===== src/design/ble_ram.sv =====
// Generic single-port-write, single-port-read synchronous RAM with
// registered read data. No dependencies.
`timescale 1ns / 1ps

module ble_ram #(
	parameter int WIDTH = 8,
	parameter int DEPTH = 16,
	parameter int AW = (DEPTH > 1) ? $clog2(DEPTH) : 1
) (
	input  logic             clk,
	input  logic             we,
	input  logic [AW-1:0]    waddr,
	input  logic [WIDTH-1:0] wdata,
	input  logic             re,
	input  logic [AW-1:0]    raddr,
	output logic [WIDTH-1:0] rdata
);

	logic [WIDTH-1:0] mem_q [DEPTH];

	always_ff @(posedge clk) begin
		if (we) begin
			mem_q[waddr] <= wdata;
		end
	end

	always_ff @(posedge clk) begin
		if (re) begin
			rdata <= mem_q[raddr];
		end
	end

endmodule


===== config.mk =====
export PLATFORM = sky130hd
export DESIGN_NAME = ble_ram
export DESIGN_NICKNAME = d
export VERILOG_FILES = /design/src/design/ble_ram.sv
export SDC_FILE = /design/constraint.sdc
export NUM_CORES = 1
export LEC_CHECK = 0
export ABC_AREA = 1
export BUFFER_PORTS_ARGS = -buffer_cell sky130_fd_sc_hd__buf_2
export CAP_MARGIN = 30
export CORE_MARGIN = 1.5
export CORE_UTILIZATION = 68
export CTS_BUF_LIST = sky130_fd_sc_hd__clkbuf_8
export DETAILED_ROUTE_END_ITERATION = 6
export MAX_ROUTING_LAYER = met4
export PLACE_DENSITY = 0.87
export SLEW_MARGIN = 20
export SYNTH_ARGS = -nofsm -noshare
export SYNTH_HDL_FRONTEND = slang
export SYNTH_SLANG_ARGS = --single-unit

===== constraint.sdc =====
create_clock -name clk -period 3.1 [get_ports clk]
set_input_delay 0.155 -clock clk [delete_from_list [all_inputs] [get_ports clk]]
set_output_delay 0.155 -clock clk [all_outputs]
set_load 0.03 [all_outputs]

==> results of run 1 <==
[layer usage]
metal,part of all wire (%),up-vias
met5,0,-
li1,-,1827
met2,47,280
met4,2.9,0
met1,39,1807
met3,11,29
[cells in the final DEF (no fill, tap or decap)]
cell	synthesis	final
buf_2	13	26
buf_4	4	4
bufinv_16	0	2
clkbuf_8	0	17
clkinv_1	0	1
clkinv_4	0	2
clkinvlp_4	0	7
edfxtp_1	136	136
inv_1	100	101
inv_2	2	2
inv_6	0	2
nand2_1	173	173
nand3_1	97	97
nand3b_1	2	2
nor2_1	17	17
[cells in the mapped netlist, drive strengths merged]
cell type	instances	share of area [%]
buf	24	2.8
nand3	97	8.3
edfxtp	136	70
nand3b	2	0.26
nor2	17	1.1
nand2	173	11
inv	102	6.5
[final cells by class]
class                   count  area [um^2]  area share, %
inverters                 102          383           6.02
repair buffers             30          160           2.52
multi-input cells         289         1210           19.1
clock inverters            15          155           2.44
well taps                 105          131           2.07
flip-flops and latches    136         4080           64.2
clock buffers              17          234           3.68
[flip-flops by register name, summed over array words and instances (netlist names)]
register / count
mem_q: 128
rdata: 8
[logic make-up after synthesis]
logic type	synth area share, %
DFF	69.8
buffers and inverters	9.39
and+or+nand+nor	20.8
[where the power goes]
| group | total, mW | switching [mW] | internal, mW |
|---|---|---|---|
| clock | 1.41 | 0.696 | 0.713 |
| sequential | 2.08 | 0.0113 | 2.07 |
| combinational | 0.257 | 0.192 | 0.0648 |
| total | 3.75 | 0.900 | 2.85 |
[worst paths after layout]
| kind | startpoint | endpoint | slack (ns) | cells past startpoint |
|---|---|---|---|---|
| max | raddr[0] | rdata[5] | 1.84 | 8 |
| min | re | rdata[6] | 0.07 | 1 |
| max reg2reg | mem_q[11][2] | rdata[2] | 1.90 | 6 |
| min reg2reg | mem_q[15][3] | rdata[3] | 0.76 | 6 |
==> flow_metrics.py, run 1 <==
metrics = {
    "route": {
        "drt_iter0_drc": 605,
        "wl_per_cell_um": 18.1,
        "vias": 3943,
        "drc_errors": 0,
        "drtPass1Iterations": 6,
        "avgViaCountPerCell": 5.68,
        "drt-total-wl_um": 12600,
        "ant_nets": 0,
    },
    "layout": {
        "fillers": 549,
        "drive_gt1_share_pct": 10.5,
        "design_area_um2": 6360,
        "instances_no_fill": 694,
        "final_util_pct": 77.0,
        "area_growth_pct": 8.80,
        "antenna_cells": 0,
        "final_nets": 595,
    },
    "critical_path": {
        "path_max_fanout": 28,
        "cp_slowest_cell": "inv_2",
        "cp-end-kind": "flip-flop",
        "path_class": "in -> reg",
        "crit_required_ns": 3.30,
        "crit_path_frequent_cell": "nand3_1",
        "timing.critical_path.cells": "buf_2 -> inv_2 -> buf_4 -> nand2_1 -> nand3_1 -> nand3_1 -> nand3_1 -> nand2_1",
        "critPathMaxStageDelay_ns": 0.35,
        "start_kind": "primary input",
        "arrival_ns": 1.47,
        "worst-path-buf-inv": 3,
        "critical_path.top_delay_family": "buffers and inverters",
    },
    "floorplanning": {
        "die_h_um": 95.7,
        "boundaryPins": 27,
        "die_area_um2": 9160,
        "initial_utilization_pct": 70.8,
        "core_um2": 8260,
        "die_w_um": 95.7,
        "rows": 33,
    },
    "timing": {
        "final.setup.tns_ns": 0,
        "worst_slew_pin_slew_ns": 0.924,
        "drv_slew": 0,
        "fmax_mhz": 792,
        "fin_crit_sh_pct": 40.7,
        "finalCriticalPeriod_ns": 1.26,
        "relSlewSlack_pct": 38.2,
        "fin_ws_ns": 1.84,
        "setup_violations": 0,
        "whs_ns": 0.0722,
        "hold_viol_final": 0,
        "clock_skew_ns": 0.0102,
        "rsz0062_at_grt": "false",
    },
    "run_status": {
        "status": "finished clean",
    },
    "cts": {
        "clk_pin_slew_ns": 0.08,
        "cts_setup_buffers": 0,
        "cts-htree-levels": 4,
        "cts_tree": "built",
        "numClockSinks": 136,
        "cts_hold_buf": 0,
        "cts_resized": 0,
        "cts_root_buffer": "clkbuf_8",
        "cts_buffers": 17,
        "clk_latency_ns": 0.44,
        "cts_max_path_buffers": 2,
    },
    "global_routing": {
        "grtUsageTotal_pct": 31.2,
        "met1_usage_pct": 43.6,
        "grt_util_met3_pct": 7.82,
        "grt_overflow": 0,
        "grt_max_degree": 65,
        "grt_pass1_wl_um": 19300,
        "met2_usage_pct": 44.1,
        "grt_busiest_layer": "met2",
        "first_global_vias": 3696,
        "antenna_found_initial": 0,
    },
    "logic_synthesis": {
        "syn_area_um2": 5850,
        "ys_ff_latch": 136,
        "syn_inst": 551,
        "avgSynthCellArea_um2": 10.6,
        "syn_nets": 570,
        "yosys_warnings": 0,
        "yosysUniqueCellTypes": 11,
        "ys_seq_area_share_pct": 69.8,
    },
    "run": {
        "drv_cap": 0,
    },
    "min_path": {
        "min_path_type": "in -> reg",
    },
    "power": {
        "p_total_mw": 3.75,
        "p_leak_nw": 2.72,
        "ir_drop_uv": 421,
        "power_density_nw_per_um2": 589,
    },
    "placed_design": {
        "placed_cell_area_um2": 5970,
        "dp.cells": 662,
        "dp_slack_ns": 1.41,
        "gp_congestion": 0.892,
        "dp_hpwl_um": 7750,
        "port_buffers": 26,
    },
}
Note: power is estimated with default switching activity, not from simulation.
==> run 2: changes to the inputs <==
- CORE_UTILIZATION: 68 -> 63
- PLACE_DENSITY: 0.87 -> 0.81
- clock period: 3.1 -> 1.3 ns (I/O delays scaled with it)
==> run 2 against run 1 <==
Sequential share of layout area is 2.1 points lower. Cell count grew 3.2%. First-iteration DRC count down 20%. Non-clock buffer count grew 19. Worst hold slack lost 0.024 ns. Clock skew decreased by 0.0019 ns. Highest routed layer unchanged. Count of clock-buffer cells in the layout did not move. Largest cell class unchanged. Sequential power grew 140%. Combinational power rose to 2.5 times the previous value. Wire length increased by 0.31%. Critical path depth shrank 2. Sequential cell count did not move.
==> flow_metrics.py, run 2 (synthesized netlist as in run 1, its figures left out) <==
metrics = {
    "placed_design": {
        "port_buffers": 26,
        "gp_congestion": 0.850,
        "placed_cell_area_um2": 6150,
        "dp_hpwl_um": 7530,
        "dp.cells": 683,
        "dp_slack_ns": 0.0316,
    },
    "critical_path": {
        "crit_required_ns": 1.48,
        "path_max_fanout": 1,
        "regToRegStartpoint": "mem_q[14][1]",
        "arrival_ns": 1.37,
        "crit_path_start": "mem_q[14][1]",
        "cp-end-kind": "flip-flop",
        "path_class": "reg -> reg",
        "start_kind": "flip-flop",
    },
    "cts": {
        "cts_max_path_buffers": 2,
        "cts_buffers": 17,
        "cts_tree": "built",
        "clk_latency_ns": 0.43,
        "clk_pin_slew_ns": 0.08,
        "cts_resized": 0,
        "cts-htree-levels": 4,
        "numClockSinks": 136,
        "cts_root_buffer": "clkbuf_8",
    },
    "global_routing": {
        "grtUsageTotal_pct": 28.7,
        "grt_overflow": 0,
        "first_global_vias": 3839,
        "grt_max_degree": 64,
        "antenna_found_initial": 0,
        "grt_pass1_wl_um": 20000,
    },
    "route": {
        "drtPass1Iterations": 5,
        "ant_nets": 0,
        "vias": 3912,
        "avgViaCountPerCell": 5.46,
        "drt_iter0_drc": 482,
        "drt-total-wl_um": 12600,
        "wl_per_cell_um": 17.6,
        "drc_errors": 0,
    },
    "floorplanning": {
        "boundaryPins": 27,
        "die_area_um2": 9870,
        "initial_utilization_pct": 66.1,
        "die_w_um": 99.3,
        "die_h_um": 99.3,
        "core_um2": 8850,
        "rows": 34,
    },
    "layout": {
        "final_nets": 614,
        "final_util_pct": 74.3,
        "final_cell_mix": "173 x nand2_1, 136 x edfxtp_1, 101 x inv_1",
        "antenna_cells": 0,
        "instances_no_fill": 716,
        "drive_gt1_share_pct": 13.2,
        "fillers": 592,
        "multi_input_area_um2": 1210,
        "largestRegisters": "mem_q (128), rdata (8)",
        "register_area_um2": 4080,
        "largest_register_ffs": 128,
        "largest_register": "mem_q",
        "final_common_cell": "nand2_1",
        "design_area_um2": 6580,
        "area_growth_pct": 12.5,
    },
    "timing": {
        "final.setup.tns_ns": 0,
        "whs_ns": 0.0480,
        "fin_crit_sh_pct": 91.7,
        "hold_viol_final": 0,
        "fin_ws_ns": 0.108,
        "setup_violations": 0,
        "rsz0062_at_grt": "false",
        "fmax_mhz": 839,
        "drv_slew": 0,
        "worst_slew_pin_slew_ns": 0.597,
        "finalCriticalPeriod_ns": 1.19,
        "relSlewSlack_pct": 60.1,
        "clock_skew_ns": 0.00829,
    },
    "min_path": {
        "min_path_type": "in -> reg",
        "min_from": "wdata[0]",
    },
    "power": {
        "ir_drop_uv": 855,
        "p_total_mw": 9.24,
        "p_leak_nw": 2.88,
        "power_density_nw_per_um2": 1400,
    },
    "run": {
        "drv_cap": 0,
    },
    "run_status": {
        "status": "finished clean",
    },
}
## run 2: changes by cell type in the layout (fill, tap and decap cells not counted)
cell and change:
inv_6 -2, buf_12 +3, clkinv_2 +5, clkinvlp_4 -5, bufinv_16 +2, dlygate4sd3_1 +1, buf_4 +15
## run 2: per-layer routing
metal	track usage (%)	part of all wire (%)	vias to the layer above
met5	-	0	-
met4	10.2	2.3	0
met3	6.68	10	38
met2	44.3	48	236
met1	38.0	40	1776
li1	-	-	1862
## run 2: path summary, 6_finish.rpt
kind / cells after the start / slack [ns] / to
worst max-delay path: 6 / 0.11 / rdata[1]
worst min-delay path: 1 / 0.05 / mem_q[3][0]
worst max register to register: 6 / 0.11 / rdata[1]
worst min register to register: 6 / 0.75 / rdata[3]
## run 2: worst max-delay path: stages, from the launching register on
cell and delay, ns:
edfxtp_1 0.39, inv_1 0.07, nand2_1 0.05, nand3_1 0.09, nand3_1 0.11, nand3_1 0.15
nand2_1 0.08
## run 2: cell type report
type / count / area share, %
well taps: 108 / 2.05
clock buffers: 17 / 3.56
multi-input cells: 289 / 18.5
flip-flops and latches: 136 / 62.1
inverters: 102 / 5.82
repair buffers: 49 / 5.21
clock inverters: 15 / 2.82
## run 2: repair_timing
action,in CTS,in global routing
setup endpoints to repair,0,0
endpoints found under the hold margin,8,0
hold buffers,1,0
setup buffers,0,0
## run 2: where the power goes
part	switching, mW	internal [mW]
clock	1.57	2.06
sequential	0.0256	4.93
combinational	0.465	0.183
