===== src/design/ble_pkg.sv =====
// Package for the bounded array list engine: sizes, operation codes,
// request, response and record types. No dependencies.
`timescale 1ns / 1ps

package ble_pkg;

	localparam int CAPACITY = 64;
	localparam int PAYLOAD_BITS = 32;
	localparam int IDX_W = (CAPACITY > 1) ? $clog2(CAPACITY) : 1;
	localparam int CNT_W = $clog2(CAPACITY + 1);
	localparam int COUNT_W = 7;
	localparam int CMP_W = (CNT_W > COUNT_W) ? CNT_W : COUNT_W;

	typedef enum logic [2:0] {
		OP_PUSH_BACK,
		OP_PUSH_FRONT,
		OP_INSERT_SORTED,
		OP_POP_BACK,
		OP_POP_FRONT,
		OP_REMOVE_KEY,
		OP_READ_POS,
		OP_FIND_KEY
	} op_t;

	typedef enum logic [2:0] {
		ST_IDLE,
		ST_SEARCH,
		ST_SHIFT_UP,
		ST_SHIFT_DN,
		ST_READ,
		ST_DONE
	} state_t;

	typedef struct packed {
		op_t                op;
		logic signed [31:0] key;
		logic [31:0]        payload;
		logic [6:0]         position;
	} req_t;

	typedef struct packed {
		logic               ok;
		logic signed [31:0] key_out;
		logic [31:0]        payload_out;
		logic [6:0]         count;
		logic               full_res;
		logic               empty_res;
	} rsp_t;

	typedef struct packed {
		logic signed [31:0]      key;
		logic [PAYLOAD_BITS-1:0] payload;
	} rec_t;

endpackage


===== src/design/ble_ctrl.sv =====
// Sequencer of the bounded array list engine: searches and shifts the
// record memory one entry a cycle and builds the response. Uses ble_pkg.
`timescale 1ns / 1ps

module ble_ctrl (
	input  logic                          clk,
	input  logic                          arst_n,
	input  ble_pkg::req_t                 req,
	input  logic                          req_valid,
	output logic                          req_stall,
	output ble_pkg::rsp_t                 rsp,
	output logic                          rsp_valid,
	input  logic                          rsp_take,
	output logic                          mem_we,
	output logic [ble_pkg::IDX_W-1:0]     mem_waddr,
	output ble_pkg::rec_t                 mem_wdata,
	output logic                          mem_re,
	output logic [ble_pkg::IDX_W-1:0]     mem_raddr,
	input  ble_pkg::rec_t                 mem_rdata
);
	import ble_pkg::*;

	state_t                  state_q, state_d;
	op_t                     op_q;
	logic signed [31:0]      key_q;
	logic [PAYLOAD_BITS-1:0] pay_q;
	logic [CNT_W-1:0]        cnt_q, ptr_q, last_q, rem_q, at_q;
	logic                    pend_q;
	logic                    res_ok_q;
	logic signed [31:0]      res_key_q;
	logic [PAYLOAD_BITS-1:0] res_pay_q;

	logic             take, full, empty, pos_ok, match, hit, more;
	logic [CMP_W-1:0] pos_w;

	assign take   = req_valid && (state_q == ST_IDLE);
	assign full   = (cnt_q == CNT_W'(CAPACITY));
	assign empty  = (cnt_q == '0);
	assign pos_w  = CMP_W'(req.position);
	assign pos_ok = (pos_w != '0) && (pos_w <= CMP_W'(cnt_q));
	assign match  = (op_q == OP_INSERT_SORTED) ? !(mem_rdata.key < key_q)
		: (mem_rdata.key == key_q);
	assign hit    = pend_q && match;
	assign more   = (ptr_q < cnt_q);

	always_comb begin
		state_d = state_q;
		case (state_q)
			ST_IDLE: begin
				if (take) begin
					case (req.op)
						OP_PUSH_BACK, OP_PUSH_FRONT: state_d = full ? ST_DONE : ST_SHIFT_UP;
						OP_INSERT_SORTED: state_d = full ? ST_DONE : ST_SEARCH;
						OP_POP_BACK: state_d = ST_DONE;
						OP_POP_FRONT: state_d = empty ? ST_DONE : ST_SHIFT_DN;
						OP_REMOVE_KEY, OP_FIND_KEY: state_d = ST_SEARCH;
						OP_READ_POS: state_d = pos_ok ? ST_READ : ST_DONE;
						default: state_d = ST_DONE;
					endcase
				end
			end
			ST_SEARCH: begin
				if (hit || !more) begin
					case (op_q)
						OP_INSERT_SORTED: state_d = ST_SHIFT_UP;
						OP_REMOVE_KEY: state_d = hit ? ST_SHIFT_DN : ST_DONE;
						default: state_d = ST_DONE;
					endcase
				end
			end
			ST_SHIFT_UP, ST_SHIFT_DN: begin
				if (rem_q == '0 && !pend_q) begin
					state_d = ST_DONE;
				end
			end
			ST_READ: state_d = ST_DONE;
			ST_DONE: begin
				if (rsp_take) begin
					state_d = ST_IDLE;
				end
			end
			default: state_d = ST_IDLE;
		endcase
	end

	always_comb begin
		req_stall = (state_q != ST_IDLE);
		rsp_valid = (state_q == ST_DONE);
		mem_re    = 1'b0;
		mem_raddr = ptr_q[IDX_W-1:0];
		mem_we    = 1'b0;
		mem_waddr = at_q[IDX_W-1:0];
		mem_wdata = mem_rdata;
		case (state_q)
			ST_IDLE: begin
				mem_re    = take && (req.op == OP_READ_POS) && pos_ok;
				mem_raddr = IDX_W'(pos_w - CMP_W'(1));
			end
			ST_SEARCH: mem_re = !hit && more;
			ST_SHIFT_UP: begin
				mem_re = (rem_q != '0);
				if (pend_q) begin
					mem_we    = 1'b1;
					mem_waddr = IDX_W'(last_q + CNT_W'(1));
				end else if (rem_q == '0) begin
					mem_we    = 1'b1;
					mem_wdata = '{key: key_q, payload: pay_q};
				end
			end
			ST_SHIFT_DN: begin
				mem_re = (rem_q != '0);
				if (pend_q) begin
					mem_we    = 1'b1;
					mem_waddr = IDX_W'(last_q - CNT_W'(1));
				end
			end
			default: begin
			end
		endcase
	end

	always_ff @(posedge clk or negedge arst_n) begin
		if (!arst_n) begin
			state_q <= ST_IDLE;
			cnt_q   <= '0;
			pend_q  <= 1'b0;
		end else begin
			state_q <= state_d;
			case (state_q)
				ST_IDLE: begin
					if (take) begin
						op_q      <= req.op;
						key_q     <= req.key;
						pay_q     <= PAYLOAD_BITS'(req.payload);
						res_ok_q  <= 1'b0;
						res_key_q <= '0;
						res_pay_q <= '0;
						pend_q    <= 1'b0;
						case (req.op)
							OP_PUSH_BACK: begin
								at_q  <= cnt_q;
								rem_q <= '0;
								ptr_q <= cnt_q - CNT_W'(1);
							end
							OP_PUSH_FRONT: begin
								at_q  <= '0;
								rem_q <= cnt_q;
								ptr_q <= cnt_q - CNT_W'(1);
							end
							OP_POP_BACK: begin
								if (!empty) begin
									cnt_q    <= cnt_q - CNT_W'(1);
									res_ok_q <= 1'b1;
								end
							end
							OP_POP_FRONT: begin
								ptr_q <= CNT_W'(1);
								rem_q <= cnt_q - CNT_W'(1);
							end
							default: ptr_q <= '0;
						endcase
					end
				end
				ST_SEARCH: begin
					if (hit) begin
						pend_q <= 1'b0;
						at_q   <= last_q;
						if (op_q == OP_INSERT_SORTED) begin
							rem_q <= cnt_q - last_q;
							ptr_q <= cnt_q - CNT_W'(1);
						end else if (op_q == OP_REMOVE_KEY) begin
							rem_q <= cnt_q - last_q - CNT_W'(1);
							ptr_q <= last_q + CNT_W'(1);
						end else begin
							res_ok_q  <= 1'b1;
							res_key_q <= mem_rdata.key;
							res_pay_q <= mem_rdata.payload;
						end
					end else if (more) begin
						last_q <= ptr_q;
						ptr_q  <= ptr_q + CNT_W'(1);
						pend_q <= 1'b1;
					end else begin
						pend_q <= 1'b0;
						at_q   <= cnt_q;
						rem_q  <= '0;
					end
				end
				ST_SHIFT_UP, ST_SHIFT_DN: begin
					if (rem_q != '0) begin
						last_q <= ptr_q;
						ptr_q  <= (state_q == ST_SHIFT_UP) ? ptr_q - CNT_W'(1)
							: ptr_q + CNT_W'(1);
						rem_q  <= rem_q - CNT_W'(1);
						pend_q <= 1'b1;
					end else if (pend_q) begin
						pend_q <= 1'b0;
					end else begin
						res_ok_q <= 1'b1;
						cnt_q    <= (state_q == ST_SHIFT_UP) ? cnt_q + CNT_W'(1)
							: cnt_q - CNT_W'(1);
					end
				end
				ST_READ: begin
					res_ok_q  <= 1'b1;
					res_key_q <= mem_rdata.key;
					res_pay_q <= mem_rdata.payload;
				end
				default: begin
				end
			endcase
		end
	end

	always_comb begin
		rsp.ok          = res_ok_q;
		rsp.key_out     = res_key_q;
		rsp.payload_out = 32'(res_pay_q);
		rsp.count       = COUNT_W'(cnt_q);
		rsp.full_res    = full;
		rsp.empty_res   = empty;
	end

endmodule


===== config.mk =====
export PLATFORM = sky130hd
export DESIGN_NAME = ble_ctrl
export DESIGN_NICKNAME = d
export VERILOG_FILES = /design/src/design/ble_pkg.sv /design/src/design/ble_ctrl.sv
export SDC_FILE = /design/constraint.sdc
export NUM_CORES = 1
export LEC_CHECK = 0
export BUFFER_PORTS_ARGS = -buffer_cell sky130_fd_sc_hd__buf_2
export CORE_UTILIZATION = 25
export DETAILED_ROUTE_END_ITERATION = 6
export GPL_ROUTABILITY_DRIVEN = 1
export PLACE_DENSITY = 0.5
export RECOVER_POWER = 50
export SYNTH_ARGS = -nofsm -noshare
export SYNTH_HDL_FRONTEND = slang
export SYNTH_SLANG_ARGS = --single-unit

===== constraint.sdc =====
create_clock -name clk -period 8.7 [get_ports clk]
set_clock_uncertainty 0.15 [all_clocks]
set_input_delay 0.87 -clock clk [delete_from_list [all_inputs] [get_ports clk]]
set_output_delay 0.87 -clock clk [all_outputs]
set_load 0.02 [all_outputs]

==> parameters.txt, run 1 <==
Parameter                              Value

Status
  Run status    finished with violations
  Violations in the final reports    max-capacitance violations, max-slew violations

Logic synthesis
  Synth Net Count    1075
  Gate Count Post-Synth    870
  Yosys cell types    67
  Area fraction of the dominant cell type after synthesis    48.3%
  Top FF cell, synth    sky130_fd_sc_hd__edfxtp_1
  EDFF count, synth    159
  Average footprint of a synthesized cell    11.4 um2
  Cell types with the largest area share after synthesis    sky130_fd_sc_hd__edfxtp_1, sky130_fd_sc_hd__ha_1, sky130_fd_sc_hd__mux2_2, sky130_fd_sc_hd__and2_1, sky130_fd_sc_hd__xnor2_1
  Most instantiated library cell after synthesis    sky130_fd_sc_hd__edfxtp_1
  Share of the yosys chip area belonging to registers    51.1%
  Proportion of register bits with asynchronous set or reset after synthesis    approximately 6.5%
  Warnings from Yosys    0
  Top cells by count, synth    sky130_fd_sc_hd__edfxtp_1, sky130_fd_sc_hd__and2_1, sky130_fd_sc_hd__mux2_2, sky130_fd_sc_hd__ha_1, sky130_fd_sc_hd__nand2_1
  Flip-flop and latch count after synthesis    170
  Cell type with the largest total area after synthesis    sky130_fd_sc_hd__edfxtp_1
  Area of the mapped netlist    9880 um2

Floorplanning
  Core region area    38800 um2
  Top-level I/O count    296
  Die ar.    approximately 40000 um2
  Die X-Extent    around 200 um
  Chip height    about 200 um
  Starting Density    25.5%
  Number of core rows    just over 70

Worst setup path
  Largest fanout on the critical path    65
  Nature of the critical path endpoint    output port
  Ordered list of cells on the worst path    clkbuf_1, inv_1, nand2_1, nor3_2, buf_4, mux2_2, buf_2
  Family with the most delay on the worst path    buffers and inverters
  Slack of the worst reg-to-reg path    4.05 ns
  Length in cells of the worst reg-to-reg path    3
  CP startpoint kind    register
  Total buffers and inverters traversed by the critical path    4
  Category of the critical setup timing path    register to output port
  Data required time at the worst endpoint    7.68 ns
  Number of gates on the worst path with buffers counted    7
  Worst Path Arrival    3.72 ns
  Critical-path top delay cell    sky130_fd_sc_hd__buf_4
  Largest stage delay on the critical path    0.71 ns

STA
  Share of the cycle needed by the critical path after routing    54.5%
  Normalized max-slew margin    -136%
  Final setup vio count    0
  Setup repair after global routing missed its margin    false
  Max-slew violations    132
  Maximum clock frequency    211 MHz
  Final hold violation count    0
  Shortest period the worst path allows    4.74 ns
  Aggregate negative setup slack    0 ns
  Worst-margin pin slew    about 3.5 ns

Clocking
  Clock sink count    170
  Post-CTS Hold Fix Bufs    0
  H-tree Lvls    4
  Clock-pin slew of the registers on the worst-case setup and hold paths    0.07 ns
  Setup bufs post-CTS    0
  CTS Root Buffer Type    sky130_fd_sc_hd__clkbuf_16
  TritonCTS Buffers    17
  Maximum count of clock buffers along a single path    2
  Post-cts gate resize count    0
  Worst-Skew Late Latency    roughly 0.45 ns
  CTS tree    built

Power
  Leak pwr    4.84 nW
  Power density of the placed cells    around 310 nW/um2
  Portion of total power attributed to sequential cells    between 30% and 40%
  Share of total power consumed by net switching    42.6%
  Max IR drop VDD    0.223 mV
  Int Pwr    0.00218 W
  Combinational share of power    about 43%
  Clock network power share    20.2%
  Overall Power    roughly 0.0038 W
  Sw power    roughly 0.0016 W

GRT
  First-pass GRT wire length    48.4 mm
  Pin count of the biggest net entering global routing    68
  Vias in the first global route    7706
  Initial antenna violation count    0
  Global-route congestion overflow total    0
  Global-route total usage across every layer    around 16%

Place
  Detailed placer's ending HPWL    roughly 24 mm
  Placer's final routability congestion estimate    0.833
  Buffers added on ports    just under 300

Finish
  Filler cells    4063
  Number of inserted diodes    0
  Area growth from synthesis to final layout    24.9%
  Post-layout net count    1355
  Fraction of final layout cells with drive strength greater than 1    28.5%

Detailed routing
  Via total after detailed routing    slightly below 8k
  Count of TritonRoute iterations in the first routing pass    4
  Average routed wire per standard cell    19.1 um
  Initial detailed-routing violation count    about 420
  Number of routed nets with antenna violations    0
  Count of unresolved DRC violations after routing    0
  Total Wirelength    32.1 mm
  Ratio of routed vias to standard cells    4.61

Run
  Max-capacitance violation count    2

Hold path
  Worst hold path type    input port to asynchronous set/reset pin
per-stage QoR:
step | worst slack [ns] | utilization (%) | hold WS [ns] | instance area, um2 | cells
global placement | 4.21 | 30.6 | 0.452 | 11900 | 1649
CTS | 4.04 | 32.1 | 0.169 | 12500 | 1681
detailed placement | 4.15 | 30.6 | 0.429 | 11900 | 1649
finish | 3.96 | 31.8 | 0.385 | 12400 | 1681
floorplan | 4.21 | - | 0.302 | 9880 | 870
global route | 3.65 | 31.8 | 0.405 | 12400 | 1681
worst paths after layout:
| check | endpoint | from |
|---|---|---|
| max | mem_wdata[63] | state_q[0] |
| min | cnt_q[6] | arst_n |
| max in group asynchronous | pend_q | arst_n |
| min in group clk | pay_q[23] | req[30] |
| max reg2reg | key_q[10] | state_q[0] |
| min reg2reg | last_q[6] | ptr_q[6] |
registers in the layout, summed over array words and instances, names as in the netlist:
name and cells:
key_q 32, pay_q 32, res_key_q 32, res_pay_q 32, cnt_q 7, last_q 7, ptr_q 7, rem_q 7
at_q 6, op_q 3, state_q 3, pend_q 1, res_ok_q 1
cells in the final DEF, fill, tap and decap left out, types with 5 or more instances in the layout:
cell type / n
sky130_fd_sc_hd__edfxtp_1: 159
sky130_fd_sc_hd__xor2_1: 17
sky130_fd_sc_hd__o22ai_1: 6
sky130_fd_sc_hd__inv_1: 59
sky130_fd_sc_hd__nand2_1: 61
sky130_fd_sc_hd__nor2_1: 43
sky130_fd_sc_hd__and3_1: 5
sky130_fd_sc_hd__a21oi_1: 31
sky130_fd_sc_hd__ha_1: 62
sky130_fd_sc_hd__mux2_2: 64
sky130_fd_sc_hd__clkbuf_16: 17
sky130_fd_sc_hd__clkbuf_1: 82
sky130_fd_sc_hd__nand2b_1: 7
sky130_fd_sc_hd__nor2b_1: 6
sky130_fd_sc_hd__and2_1: 31
sky130_fd_sc_hd__mux2i_1: 11
sky130_fd_sc_hd__a21boi_0: 5
sky130_fd_sc_hd__dfrtp_1: 11
sky130_fd_sc_hd__buf_2: 216
sky130_fd_sc_hd__and2_0: 34
sky130_fd_sc_hd__nand4_1: 12
sky130_fd_sc_hd__nor3_1: 18
sky130_fd_sc_hd__o21ai_0: 54
sky130_fd_sc_hd__nand3_1: 18
sky130_fd_sc_hd__a22oi_1: 6
sky130_fd_sc_hd__xnor2_1: 33
metal layers:
layer / GRT usage, % / vias to the layer above / share of wire, %
li1: - / 3721 / -
met1: 20.7 / 3725 / 45
met2: 26.9 / 278 / 48
met3: 3.39 / 27 / 5.4
met4: 4.74 / 0 / 1.4
met5: 0 / - / 0
power groups by stage:
stage	clock network (W)	registers [W]	logic [W]
2_1_floorplan	0	0.00146	0.00105
3_3_place_gp	0	0.00141	0.00168
3_5_place_dp	0	0.00141	0.00168
4_1_cts	0.000785	0.00139	0.00169
5_1_grt	0.000812	0.00142	0.00181
6_report	0.000765	0.00140	0.00163
cell families (layout without fill, tap and decap cells):
group / after synthesis / after routing / share of synthesized area (%)
AO/OA/AOI/OAI: 145 / 145 / 9.19
XOR/XNOR: 50 / 50 / 4.43
adder cells (fa/ha/maj): 63 / 63 / 8.05
buffers and inverters: 98 / 391 / 3.95
flip-flops: 170 / 170 / 51.1
multiplexers: 75 / 75 / 8.41
AND/OR/NAND/NOR: 269 / 269 / 14.9
area by class of cell:
class / count / area (um2) / share of cell area, %
flip-flops and latches: 170 / 5050 / 40.9
clock inverters: 14 / 136 / 1.10
multi-input cells: 602 / 4460 / 36.1
clock buffers: 18 / 429 / 3.47
well taps: 518 / 648 / 5.25
inverters: 59 / 221 / 1.79
repair buffers: 300 / 1410 / 11.4
No activity file was read; power rests on OpenSTA's default activity.
==> inputs of run 2 (changes only) <==
--- a/config.mk
+++ b/config.mk
@@ -9,7 +9,7 @@
 export CORE_UTILIZATION = 25
 export DETAILED_ROUTE_END_ITERATION = 6
 export GPL_ROUTABILITY_DRIVEN = 1
-export PLACE_DENSITY = 0.5
+export PLACE_DENSITY = 0.51
 export RECOVER_POWER = 50
 export SYNTH_ARGS = -nofsm -noshare
 export SYNTH_HDL_FRONTEND = slang
==> constraint.sdc (replaced) <==
create_clock -name clk -period 4.2 [get_ports clk]
set_clock_uncertainty 0.15 [all_clocks]
set_input_delay 0.42 -clock clk [delete_from_list [all_inputs] [get_ports clk]]
set_output_delay 0.42 -clock clk [all_outputs]
set_load 0.02 [all_outputs]
==> parameters.txt, run 2 (synthesis gave the netlist of run 1 again) <==
Parameter                              Value

Clocking
  Worst-Skew Late Latency    0.45 ns
  Maximum count of clock buffers along a single path    2
  H-tree Lvls    4
  CTS tree    built
  Clock-pin slew of the registers on the worst-case setup and hold paths    approximately 0.07 ns
  Clock sink count    170
  CTS Root Buffer Type    sky130_fd_sc_hd__clkbuf_16
  TritonCTS Buffers    17

Worst setup path
  Endpoint of the most critical setup path    mem_re
  Family with the most delay on the worst path    simple AND/OR/NAND/NOR gates
  Critical-path top delay cell    sky130_fd_sc_hd__nor4_4
  Largest stage delay on the critical path    0.39 ns
  Length in cells of the worst reg-to-reg path    7
  Category of the critical setup timing path    register to output port
  Total buffers and inverters traversed by the critical path    2
  Number of gates on the worst path with buffers counted    11
  Worst Path Arrival    3.28 ns
  Ordered list of cells on the worst path    inv_1, ha_1, nand4_1, nor4_4, nand3_2, a21boi_2, a21bo_4, nor2_4, nor3_2, a211o_1, buf_2
  Largest fanout on the critical path    7
  CP startpoint kind    register
  Critical Path Source    key_q[27]
  Terminus of the critical flop-to-flop path    res_key_q[19]
  Data required time at the worst endpoint    about 3.6 ns
  Reg2reg start    state_q[0]
  Nature of the critical path endpoint    output port
  Slack of the worst reg-to-reg path    0.64 ns

Power
  Leak pwr    5.15 nW
  Combinational share of power    44.7%
  Int Pwr    between 0.004 and 0.005 W
  Power density of the placed cells    approximately 610 nW/um2
  Max IR drop VDD    0.251 mV
  Share of total power consumed by net switching    42.0%
  Clock network power share    about a fifth
  Sw power    between 0.003 and 0.004 W
  Portion of total power attributed to sequential cells    a little over a third

Floorplanning
  Number of core rows    72
  Chip height    between 200 and 250 um
  Die X-Extent    201 um
  Top-level I/O count    between 200 and 300
  Die ar.    40300 um2
  Starting Density    25.5%
  Core region area    38800 um2

STA
  Final hold violation count    0
  Aggregate negative setup slack    0 ns
  Normalized max-slew margin    -18.9%
  Final setup vio count    0
  Min Hold Slack    0.0336 ns
  Setup ws final    0.348 ns
  Setup repair after global routing missed its margin    false
  Shortest period the worst path allows    3.85 ns
  Max-slew violations    68
  Share of the cycle needed by the critical path after routing    91.7%
  Worst-margin pin slew    1.78 ns
  Maximum clock frequency    260 MHz

GRT
  Initial antenna violation count    2
  Pin count of the biggest net entering global routing    roughly 70
  First-pass GRT wire length    49.5 mm
  Global-route congestion overflow total    0
  Vias in the first global route    7998
  Global-route total usage across every layer    between 10% and 20%

Detailed routing
  Count of TritonRoute iterations in the first routing pass    5
  Met2 wire length    about 16 mm
  Initial detailed-routing violation count    522
  M1 wire length    14.4 mm
  Ratio of routed vias to standard cells    approximately 4.6
  Number of routed nets with antenna violations    0
  Detailed-routed wire length on met3    between 1.5 and 2 mm
  Total Wirelength    32.7 mm
  Top routing layer in use    met5
  Average routed wire per standard cell    18.6 um
  Count of unresolved DRC violations after routing    0
  Via total after detailed routing    8111

Place
  Detailed placer's ending HPWL    24.8 mm
  Placement-stage worst setup slack    between 0.6 and 0.7 ns
  Placer's final routability congestion estimate    ~0.86
  Buffers added on ports    295

Finish
  Fraction of final layout cells with drive strength greater than 1    27.5%
  Filler cells    3990
  Area growth from synthesis to final layout    32.0%
  Final cell utilization of the core    between 30% and 40%
  Commonest non-fill, non-tap cells in the layout    sky130_fd_sc_hd__buf_2, sky130_fd_sc_hd__edfxtp_1, sky130_fd_sc_hd__clkbuf_1
  Leading cell type in the layout, fill and taps excluded    sky130_fd_sc_hd__buf_2
  Post-layout net count    1427

Status
  Run status    finished with violations
  Violations in the final reports    max-capacitance violations, max-slew violations

Run
  Max-capacitance violation count    1

Hold path
  Worst hold path type    input port to register
## run 2: changes by cell type in the layout (fill, tap and decap cells not counted), moves of 2 or more
cell,before,now
sky130_fd_sc_hd__inv_6,3,1
sky130_fd_sc_hd__and2_1,31,40
sky130_fd_sc_hd__and2_0,34,25
sky130_fd_sc_hd__buf_4,3,13
sky130_fd_sc_hd__diode_2,0,2
sky130_fd_sc_hd__clkinv_4,3,5
sky130_fd_sc_hd__clkbuf_1,82,86
sky130_fd_sc_hd__dlygate4sd3_1,0,60
## run 2: final cells by class
class | instances | area (um2) | share of cell area, %
Clock inverter | 12 | 143 | 1.09
Clock buffer | 19 | 433 | 3.32
Antenna cell | 2 | 5.00 | 0.0384
Multi-Input combinational cell | 602 | 4460 | 34.2
Tap cell | 518 | 648 | 4.97
Sequential cell | 170 | 5050 | 38.7
Timing Repair Buffer | 372 | 2090 | 16.0
Inverter | 59 | 221 | 1.70
## run 2: power groups by stage
stage          Clock (W)  Sequential [W]  Combinational, W
2_1_floorplan          0         0.00303           0.00217
3_3_place_gp           0         0.00285           0.00361
3_5_place_dp           0         0.00286           0.00362
4_1_cts          0.00164         0.00282           0.00369
5_1_grt          0.00171         0.00288           0.00391
6_report         0.00160         0.00283           0.00357
## run 2: through the flow
| stage | cells | power [W] | instance area [um2] |
|---|---|---|---|
| finish | 1754 | 0.00800 | 13000 |
| CTS | 1752 | 0.00815 | 13200 |
| detailed placement | 1661 | 0.00648 | 12000 |
| floorplan | 870 | 0.00519 | 9880 |
| global placement | 1661 | 0.00646 | 12000 |
| global route | 1753 | 0.00850 | 13000 |
## run 2: worst min path at each step
| stage | end | start | cells past startpoint | slack, ns |
|---|---|---|---|---|
| final | key_q[19] | req[58] | 1 | 0.03 |
| after global placement | cnt_q[3] | arst_n | 1 | 0.22 |
| after global routing | key_q[19] | req[58] | 1 | 0.002 |
| after CTS | key_q[8] | req[47] | 1 | 0.0003 |
| after detailed placement | cnt_q[2] | arst_n | 1 | 0.23 |
| after floorplan | cnt_q[0] | arst_n | 0 | -0.03 |
## run 2: timing repair
item | in CTS | in global routing
endpoints found under the hold margin | 70 | 0
buffers inserted | 0 | 0
hold buffers | 60 | 0
gates resized for setup | 0 | 0
## run 2: layer usage
layer | vias to the layer above | GRT usage [%]
li1 | 3873 | -
met1 | 3893 | 21.3
met2 | 309 | 26.6
met3 | 34 | 3.51
met4 | 2 | 4.93
met5 | - | 0
